### src/hw/rtl/sce_pkg.sv
package sce_pkg;

  localparam int SCE_DATA_W      = 32;
  localparam int SCE_CMD_W       = 3;
  localparam int SCE_DEPTH_W     = 5;
  localparam int SCE_STACK_DEPTH = 16;

  typedef enum logic [SCE_CMD_W-1:0] {
    OP_PUSH = 3'd0,
    OP_ADD  = 3'd1,
    OP_SUB  = 3'd2,
    OP_MUL  = 3'd3,
    OP_DIV  = 3'd4,
    OP_MOD  = 3'd5,
    OP_POP  = 3'd6,
    OP_NOP  = 3'd7
  } sce_op_t;

  typedef enum logic [2:0] {
    ST_IDLE,
    ST_DECODE,
    ST_CAPT_B,
    ST_EXEC,
    ST_DIV_WAIT,
    ST_DIV_FIX,
    ST_PUSH,
    ST_FINISH
  } sce_state_t;

  // controller -> datapath
  typedef struct packed {
    logic capture_item;
    logic pop;
    logic capture_b;
    logic exec;
    logic div_fix;
    logic push;
    logic load_out;
  } sce_ctrl_t;

  // datapath -> controller
  typedef struct packed {
    sce_op_t op;
    logic    b_zero;
    logic    div_busy;
  } sce_stat_t;

endpackage

### src/hw/rtl/sce_divider.sv
module sce_divider (
  input  logic                           clk,
  input  logic                           rst_n,
  input  logic                           start,
  input  logic [sce_pkg::SCE_DATA_W-1:0] dividend,
  input  logic [sce_pkg::SCE_DATA_W-1:0] divisor,
  output logic                           busy,
  output logic [sce_pkg::SCE_DATA_W-1:0] quotient,
  output logic [sce_pkg::SCE_DATA_W-1:0] remainder
);
  import sce_pkg::*;

  localparam int StepW = $clog2(SCE_DATA_W);
  localparam logic [StepW-1:0] LastStep = StepW'(SCE_DATA_W - 1);

  logic [SCE_DATA_W-1:0] rem_r, rem_nxt;
  logic [SCE_DATA_W-1:0] quo_r, quo_nxt;
  logic [SCE_DATA_W-1:0] dsr_r;
  logic [StepW-1:0]      step_r;
  logic                  busy_r;
  logic [SCE_DATA_W:0]   trial;

  // one quotient bit per cycle, restoring
  always_comb begin
    trial = {rem_r, quo_r[SCE_DATA_W-1]} - {1'b0, dsr_r};
    if (!trial[SCE_DATA_W]) begin
      rem_nxt = trial[SCE_DATA_W-1:0];
      quo_nxt = {quo_r[SCE_DATA_W-2:0], 1'b1};
    end else begin
      rem_nxt = {rem_r[SCE_DATA_W-2:0], quo_r[SCE_DATA_W-1]};
      quo_nxt = {quo_r[SCE_DATA_W-2:0], 1'b0};
    end
  end

  always_ff @(posedge clk) begin
    if (!rst_n) begin
      busy_r <= 1'b0;
      step_r <= '0;
    end else if (start) begin
      busy_r <= 1'b1;
      step_r <= '0;
    end else if (busy_r) begin
      step_r <= step_r + 1'b1;
      if (step_r == LastStep) begin
        busy_r <= 1'b0;
      end
    end
  end

  always_ff @(posedge clk) begin
    if (start) begin
      rem_r <= '0;
      quo_r <= dividend;
      dsr_r <= divisor;
    end else if (busy_r) begin
      rem_r <= rem_nxt;
      quo_r <= quo_nxt;
    end
  end

  assign busy      = busy_r;
  assign quotient  = quo_r;
  assign remainder = rem_r;

endmodule

### src/hw/rtl/sce_datapath.sv
module sce_datapath #(
  parameter int STACK_DEPTH = sce_pkg::SCE_STACK_DEPTH
) (
  input  logic                            clk,
  input  logic                            rst_n,
  input  logic [sce_pkg::SCE_CMD_W-1:0]   in_cmd,
  input  logic [sce_pkg::SCE_DATA_W-1:0]  in_push_value,
  input  sce_pkg::sce_ctrl_t              ctrl,
  output sce_pkg::sce_stat_t              stat,
  output logic [sce_pkg::SCE_DATA_W-1:0]  out_result_value,
  output logic                            out_underflow,
  output logic                            out_overflow,
  output logic                            out_divide_by_zero,
  output logic [sce_pkg::SCE_DEPTH_W-1:0] out_depth
);
  import sce_pkg::*;

  localparam int CntW  = $clog2(STACK_DEPTH + 1);
  localparam int AddrW = $clog2(STACK_DEPTH);
  localparam logic [CntW-1:0] FullCnt = CntW'(STACK_DEPTH);

  logic [SCE_DATA_W-1:0] mem [STACK_DEPTH];

  sce_op_t               op_r;
  logic [SCE_DATA_W-1:0] pv_r;
  logic [CntW-1:0]       count_r;
  logic [SCE_DATA_W-1:0] rd_data_r;
  logic                  hit_r;
  logic [SCE_DATA_W-1:0] b_r;
  logic [SCE_DATA_W-1:0] res_r;
  logic                  under_r;
  logic                  ovf_r;
  logic                  dz_r;
  logic                  neg_a_r;
  logic                  neg_b_r;

  logic [SCE_DATA_W-1:0]   out_res_r;
  logic                    out_under_r;
  logic                    out_ovf_r;
  logic                    out_dz_r;
  logic [SCE_DEPTH_W-1:0]  out_depth_r;

  logic [CntW-1:0]         count_dec;
  logic [AddrW-1:0]        rd_addr;
  logic [SCE_DATA_W-1:0]   pop_val;
  logic [SCE_DATA_W-1:0]   a_val;
  logic [2*SCE_DATA_W-1:0] prod;
  logic [SCE_DATA_W-1:0]   mag_a;
  logic [SCE_DATA_W-1:0]   mag_b;
  logic                    is_div;
  logic                    div_start;
  logic                    div_busy;
  logic [SCE_DATA_W-1:0]   div_q;
  logic [SCE_DATA_W-1:0]   div_rem;
  logic [SCE_DATA_W-1:0]   fix_val;
  logic [SCE_DATA_W-1:0]   push_data;
  logic [CntW+SCE_DEPTH_W-1:0] count_ext;

  always_comb begin
    count_dec = count_r - 1'b1;
    rd_addr   = count_dec[AddrW-1:0];
    pop_val   = hit_r ? rd_data_r : '0;
    a_val     = pop_val;
    prod      = a_val * b_r;
    mag_a     = a_val[SCE_DATA_W-1] ? (SCE_DATA_W'(0) - a_val) : a_val;
    mag_b     = b_r[SCE_DATA_W-1] ? (SCE_DATA_W'(0) - b_r) : b_r;
    is_div    = (op_r == OP_DIV) || (op_r == OP_MOD);
    div_start = ctrl.exec && is_div && (b_r != '0);
    if (op_r == OP_MOD) begin
      fix_val = neg_a_r ? (SCE_DATA_W'(0) - div_rem) : div_rem;
    end else begin
      fix_val = (neg_a_r != neg_b_r) ? (SCE_DATA_W'(0) - div_q) : div_q;
    end
    push_data = (op_r == OP_PUSH) ? pv_r : res_r;
    count_ext = {{SCE_DEPTH_W{1'b0}}, count_r};
  end

  sce_divider u_div (
    .clk       (clk),
    .rst_n     (rst_n),
    .start     (div_start),
    .dividend  (mag_a),
    .divisor   (mag_b),
    .busy      (div_busy),
    .quotient  (div_q),
    .remainder (div_rem)
  );

  // stack storage: one write port, one registered read port
  always_ff @(posedge clk) begin
    if (ctrl.push && (count_r != FullCnt)) begin
      mem[count_r[AddrW-1:0]] <= push_data;
    end
    if (ctrl.pop) begin
      rd_data_r <= mem[rd_addr];
    end
  end

  // control state
  always_ff @(posedge clk) begin
    if (!rst_n) begin
      count_r <= '0;
      hit_r   <= 1'b0;
      under_r <= 1'b0;
      ovf_r   <= 1'b0;
      dz_r    <= 1'b0;
      op_r    <= OP_NOP;
    end else begin
      if (ctrl.capture_item) begin
        op_r    <= sce_op_t'(in_cmd);
        under_r <= 1'b0;
        ovf_r   <= 1'b0;
        dz_r    <= 1'b0;
      end
      if (ctrl.pop) begin
        if (count_r != '0) begin
          count_r <= count_dec;
          hit_r   <= 1'b1;
        end else begin
          hit_r   <= 1'b0;
          under_r <= 1'b1;
        end
      end
      if (ctrl.exec && is_div && (b_r == '0)) begin
        dz_r <= 1'b1;
      end
      if (ctrl.push) begin
        if (count_r == FullCnt) begin
          ovf_r <= 1'b1;
        end else begin
          count_r <= count_r + 1'b1;
        end
      end
    end
  end

  // operands and result
  always_ff @(posedge clk) begin
    if (ctrl.capture_item) begin
      pv_r  <= in_push_value;
      res_r <= '0;
    end
    if (ctrl.capture_b) begin
      b_r <= pop_val;
    end
    if (ctrl.exec) begin
      neg_a_r <= a_val[SCE_DATA_W-1];
      neg_b_r <= b_r[SCE_DATA_W-1];
      unique case (op_r)
        OP_ADD:  res_r <= a_val + b_r;
        OP_SUB:  res_r <= a_val - b_r;
        OP_MUL:  res_r <= prod[SCE_DATA_W-1:0];
        OP_POP:  res_r <= b_r;
        default: res_r <= '0;
      endcase
    end
    if (ctrl.div_fix) begin
      res_r <= fix_val;
    end
  end

  // output register
  always_ff @(posedge clk) begin
    if (ctrl.load_out) begin
      out_res_r   <= res_r;
      out_under_r <= under_r;
      out_ovf_r   <= ovf_r;
      out_dz_r    <= dz_r;
      out_depth_r <= count_ext[SCE_DEPTH_W-1:0];
    end
  end

  assign stat.op       = op_r;
  assign stat.b_zero   = (b_r == '0);
  assign stat.div_busy = div_busy;

  assign out_result_value   = out_res_r;
  assign out_underflow      = out_under_r;
  assign out_overflow       = out_ovf_r;
  assign out_divide_by_zero = out_dz_r;
  assign out_depth          = out_depth_r;

endmodule

### src/hw/rtl/sce_ctrl.sv
module sce_ctrl (
  input  logic               clk,
  input  logic               rst_n,
  input  logic               in_valid,
  output logic               in_stall,
  output logic               out_valid,
  input  logic               out_stall,
  input  sce_pkg::sce_stat_t stat,
  output sce_pkg::sce_ctrl_t ctrl
);
  import sce_pkg::*;

  sce_state_t state_r, state_nxt;
  logic       out_valid_r, out_valid_nxt;
  logic       slot_free;

  assign slot_free = !out_valid_r || !out_stall;

  always_comb begin
    state_nxt = state_r;
    unique case (state_r)
      ST_IDLE: begin
        if (in_valid) state_nxt = ST_DECODE;
      end
      ST_DECODE: begin
        priority if (stat.op == OP_PUSH) state_nxt = ST_PUSH;
        else if (stat.op == OP_NOP)      state_nxt = ST_FINISH;
        else                             state_nxt = ST_CAPT_B;
      end
      ST_CAPT_B: state_nxt = ST_EXEC;
      ST_EXEC: begin
        priority if (stat.op == OP_POP) begin
          state_nxt = ST_FINISH;
        end else if (stat.op == OP_DIV || stat.op == OP_MOD) begin
          state_nxt = stat.b_zero ? ST_FINISH : ST_DIV_WAIT;
        end else begin
          state_nxt = ST_PUSH;
        end
      end
      ST_DIV_WAIT: begin
        if (!stat.div_busy) state_nxt = ST_DIV_FIX;
      end
      ST_DIV_FIX: state_nxt = ST_PUSH;
      ST_PUSH:    state_nxt = ST_FINISH;
      ST_FINISH: begin
        if (slot_free) state_nxt = ST_IDLE;
      end
      default: state_nxt = ST_IDLE;
    endcase
  end

  always_comb begin
    ctrl = '0;
    unique case (state_r)
      ST_IDLE:     ctrl.capture_item = in_valid;
      ST_DECODE:   ctrl.pop = (stat.op != OP_PUSH) && (stat.op != OP_NOP);
      ST_CAPT_B: begin
        ctrl.capture_b = 1'b1;
        // operators take a second operand
        ctrl.pop       = (stat.op != OP_POP);
      end
      ST_EXEC:     ctrl.exec = 1'b1;
      ST_DIV_WAIT: ctrl = '0;
      ST_DIV_FIX:  ctrl.div_fix = 1'b1;
      ST_PUSH:     ctrl.push = 1'b1;
      ST_FINISH:   ctrl.load_out = slot_free;
      default:     ctrl = '0;
    endcase
  end

  always_comb begin
    out_valid_nxt = out_valid_r;
    if (out_valid_r && !out_stall) out_valid_nxt = 1'b0;
    if (ctrl.load_out) out_valid_nxt = 1'b1;
  end

  always_ff @(posedge clk) begin
    if (!rst_n) begin
      state_r     <= ST_IDLE;
      out_valid_r <= 1'b0;
    end else begin
      state_r     <= state_nxt;
      out_valid_r <= out_valid_nxt;
    end
  end

  // hold the input off while reset is applied
  assign in_stall  = !rst_n || (state_r != ST_IDLE);
  assign out_valid = out_valid_r;

endmodule

### src/hw/rtl/stack_calculator_engine.sv
// Sequence per item: a no-op goes straight to finish; a push writes the stack, then finishes;
//   pop, and divide or modulo by zero, pop operands, execute and finish; add/sub/mul also push;
//   divide and modulo wait on the one-bit-per-cycle shared divider, fix the sign and push.
// One item at a time: the next item is taken the cycle after the result is loaded.
// Reset (rst_n low, synchronous): stack empty, no result pending, input stalled.
module stack_calculator_engine #(
  parameter int STACK_DEPTH = sce_pkg::SCE_STACK_DEPTH
) (
  input  logic                            clk,
  input  logic                            rst_n,
  input  logic                            in_valid,
  output logic                            in_stall,
  input  logic [sce_pkg::SCE_CMD_W-1:0]   in_cmd,
  input  logic [sce_pkg::SCE_DATA_W-1:0]  in_push_value,
  output logic                            out_valid,
  input  logic                            out_stall,
  output logic [sce_pkg::SCE_DATA_W-1:0]  out_result_value,
  output logic                            out_underflow,
  output logic                            out_overflow,
  output logic                            out_divide_by_zero,
  output logic [sce_pkg::SCE_DEPTH_W-1:0] out_depth
);
  import sce_pkg::*;

  sce_ctrl_t ctrl;
  sce_stat_t stat;

  sce_ctrl u_ctrl (
    .clk       (clk),
    .rst_n     (rst_n),
    .in_valid  (in_valid),
    .in_stall  (in_stall),
    .out_valid (out_valid),
    .out_stall (out_stall),
    .stat      (stat),
    .ctrl      (ctrl)
  );

  sce_datapath #(
    .STACK_DEPTH (STACK_DEPTH)
  ) u_dp (
    .clk                (clk),
    .rst_n              (rst_n),
    .in_cmd             (in_cmd),
    .in_push_value      (in_push_value),
    .ctrl               (ctrl),
    .stat               (stat),
    .out_result_value   (out_result_value),
    .out_underflow      (out_underflow),
    .out_overflow       (out_overflow),
    .out_divide_by_zero (out_divide_by_zero),
    .out_depth          (out_depth)
  );

endmodule

### config.mk
export PLATFORM = sky130hd
export DESIGN_NAME = stack_calculator_engine
export DESIGN_NICKNAME = d
export VERILOG_FILES = /design/src/hw/rtl/sce_pkg.sv /design/src/hw/rtl/sce_divider.sv /design/src/hw/rtl/sce_datapath.sv /design/src/hw/rtl/sce_ctrl.sv /design/src/hw/rtl/stack_calculator_engine.sv
export SDC_FILE = /design/constraint.sdc
export NUM_CORES = 2
export LEC_CHECK = 0
export ABC_CLOCK_PERIOD_IN_PS = 9300
export BUFFER_PORTS_ARGS = -buffer_cell sky130_fd_sc_hd__buf_2
export CAP_MARGIN = 0
export CELL_PAD_IN_SITES_DETAIL_PLACEMENT = 2
export CELL_PAD_IN_SITES_GLOBAL_PLACEMENT = 2
export CORE_MARGIN = 4
export CORE_UTILIZATION = 40
export DETAILED_ROUTE_END_ITERATION = 12
export PLACE_DENSITY = 0.75
export SLEW_MARGIN = 20
export SYNTH_ARGS = -nofsm -noshare
export SYNTH_HDL_FRONTEND = slang
export SYNTH_SLANG_ARGS = --single-unit
export TNS_END_PERCENT = 30
### constraint.sdc
create_clock -name clk -period 9.3 [get_ports clk]
set_input_delay 1.395 -clock clk [delete_from_list [all_inputs] [get_ports clk]]
set_output_delay 1.395 -clock clk [all_outputs]
set_load 0.01 [all_outputs]
==> impl_metrics.json <==
{
  "yosys.cell_types.count": 77,
  "slew_headroom_pct": 27.7,
  "grt_pass1_vias": 41200,
  "clk_path_buf_depth": 3,
  "p_switching_mw": 7.44,
  "setup_violations": 0,
  "antenna_found_initial": 15,
  "outcome": "finished, final reports clean",
  "arrival_ns": 9.14,
  "rows": 133,
  "placed_area_mm2": 0.0559,
  "gp_congestion": 0.908,
  "syn_avg_cell_area_um2": 12.2,
  "hold_path_class": "flip-flop to flip-flop",
  "finalHoldViolations": 0,
  "finalCritPeriodShare_pct": 93.9,
  "yosysWarnings": 0,
  "postSynthCellCount": 4372,
  "ys_async_sr_fraction_pct": 0,
  "synth_top_area_share_pct": 42.1,
  "maxSlewViolCount": 0,
  "tightest_slew_ns": 1.08,
  "htree_levels": 3,
  "grt_usage_pct": 28.6,
  "routed_wl_um": 201000,
  "clk_latency_ns": 0.70,
  "synth.area.top_cells": "edfxtp_1 42%, fa_1 15%, mux4_2 6.8%",
  "port_buffers": 80,
  "powerDensity_mw_per_mm2": 290,
  "design.core.area_mm2": 0.132,
  "finalPower_mw": 17.0,
  "grt_overflow": 0,
  "synthFlopType": "edfxtp_1",
  "die_area_mm2": 0.139,
  "switching_share_pct": 43.7,
  "worstPathRequired_ns": 9.70,
  "finalInstanceArea_mm2": 0.0587,
  "grt_pass1_wl_um": 293000,
  "period_minus_slack_ns": 8.73,
  "die_y_um": 373,
  "first_pass_iters": 7,
  "crit_type": "flip-flop to flip-flop",
  "postCtsSetupBuffers": 0,
  "pwr-share-clk_pct": 20.6,
  "grt_max_degree": 78,
  "area_growth_pct": 10.4,
  "ys_seq_elements": 800,
  "wire_per_inst_um": 32.3,
  "seq_power_share_pct": 28.9,
  "cts_buffers": 86,
  "cts_root_buf": "clkbuf_16",
  "synth.most_common_cell": "edfxtp_1",
  "synth_edf_count": 746,
  "synth_area_mm2": 0.0532,
  "ir_worst_vdd_uv": 267,
  "num_io_pins": 81,
  "antenna_left": 0,
  "fin_skew_ns": 0.0424,
  "drc": 0,
  "hpwl_um": 143000,
  "yosysTopAreaCell": "edfxtp_1",
  "die_width_um": 373,
  "syn_nets": 5019,
  "cts_resized": 0,
  "grt_setup_unrepaired": "no",
  "leakagePower_nw": 23.6,
  "max-cap-violations": 0,
  "vias_per_cell": 5.98,
  "drt_iter0_markers": 3308,
  "ys_top_cells_by_count": "746 x edfxtp_1, 460 x inv_1, 415 x nand2_1",
  "cts_hold_buffers": 0,
  "via_count": 37200,
  "cts_sinks": 800,
  "clk_pin_slew_ns": 0.06,
  "p_int_mw": 9.57,
  "yosysSeqAreaShare_pct": 44.1,
  "path_max_fanout": 52,
  "clock.fmax_ghz": 0.114,
  "cts_tree": "built",
  "comb_power_share_pct": 50.5,
  "setup_tns_ns": 0,
  "nNetsFinal": 5045,
  "cp-end-kind": "flip-flop",
  "drive_above_1_share_pct": 13.5,
  "start_util_pct": 40.4,
  "worstSetupStartpointType": "flip-flop"
}
-- area by class of cell --
class,instances,area (um^2)
Antenna cell,2,5.00
Clock buffer,98,2230
Clock inverter,60,582
Fill cell,13100,73100
Inverter,461,1730
Multi-Input combinational cell,2828,27000
Sequential cell,800,23500
Tap cell,1755,2200
Timing Repair Buffer,221,1490
-- registers in the layout, indices dropped and copies added (netlist names), 3 cells and up --
register,count
u_dp.out_depth,5
u_dp.res_r,32
u_dp.u_div.dsr_r,32
u_dp.out_result_value,32
u_dp.u_div.quotient,32
u_dp.u_div.remainder,32
u_dp.b_r,32
u_dp.mem,512
u_dp.u_div.step_r,5
u_dp.count_r,5
u_dp.pv_r,32
u_dp.op_r,3
u_ctrl.state_r,3
u_dp.rd_data_r,32
-- logic make-up (layout without fill, tap and decap cells) --
group                      Yosys count  after routing  share of synthesized area (%)
and+or+nand+nor                   1147           1147                           10.9
DFF                                800            800                           44.1
buffers and inverters              744            840                           5.29
adders and majority gates          608            608                           20.1
AOI/OAI and AO/OA                  557            557                           6.69
xor gates and xnor gates           279            279                           4.61
muxes                              237            237                           8.31
other                                0              2                              0
-- placed cells by master (no fill, tap or decap), types with 51 or more instances in the layout --
cell / n
nor2_1: 127
nand2_1: 415
dfxtp_1: 51
buf_4: 138
a21oi_1: 134
mux4_2: 160
fa_1: 410
clkbuf_16: 87
ha_1: 197
edfxtp_1: 746
xor2_1: 98
inv_1: 457
and3_1: 313
xnor2_1: 178
o21ai_0: 146
buf_2: 80
-- stage by stage --
step	cells	util, %	setup WS (ns)	hold WS (ns)
global placement	6064	42.4	0.900	0.414
CTS	6222	44.6	0.701	0.440
finish	6225	44.6	0.566	0.440
global route	6223	44.6	0.292	0.457
detailed placement	6064	42.4	0.649	0.426
floorplan	4372	-	1.34	0.406
-- power by group through the flow --
stage               Clock (mW)  Combinational, mW  Sequential (mW)
floorplan                    0               5.59             4.61
global placement             0               8.16             4.95
detailed placement           0               8.45             4.96
CTS                       3.57               8.57             4.90
global route              3.73               9.33             4.93
finish                    3.51               8.60             4.91
-- final timing paths --
kind,from,to,slack (ns),depth (start not counted)
worst max register to register,u_dp.hit_r,u_dp.res_r[27],0.57,22
worst max-delay path,u_dp.hit_r,u_dp.res_r[27],0.57,22
worst min-delay path,u_dp.dz_r,u_dp.out_divide_by_zero,0.44,0
worst min register to register,u_dp.dz_r,u_dp.out_divide_by_zero,0.44,0
-- critical path: stages, from the launching register on --
cell and delay [ns]:
dfxtp_4 0.74, buf_4 0.30, and2_1 0.19, buf_4 0.20, nand2_1 0.11, fa_1 0.59
fa_1 0.46, fa_1 0.55, inv_1 0.04, ha_1 0.26, ha_1 0.30, fa_1 0.52
fa_1 0.45, ha_1 0.23, or3_1 0.47, o311ai_0 0.90, a31oi_1 0.31, buf_4 0.26
a221o_1 0.41, a21oi_1 0.35, xnor2_1 0.15, a222oi_1 0.35, o21ai_0 0.20
-- routing by layer --
metal | vias up | wire length [um] | track usage, %
li1 | 15500 | - | -
met1 | 19900 | 80900 | 36.7
met2 | 1371 | 99400 | 48.9
met3 | 437 | 10500 | 3.30
met4 | 10 | 10200 | 12.9
met5 | - | 67 | 0
Power figures use the tool's default switching activity.
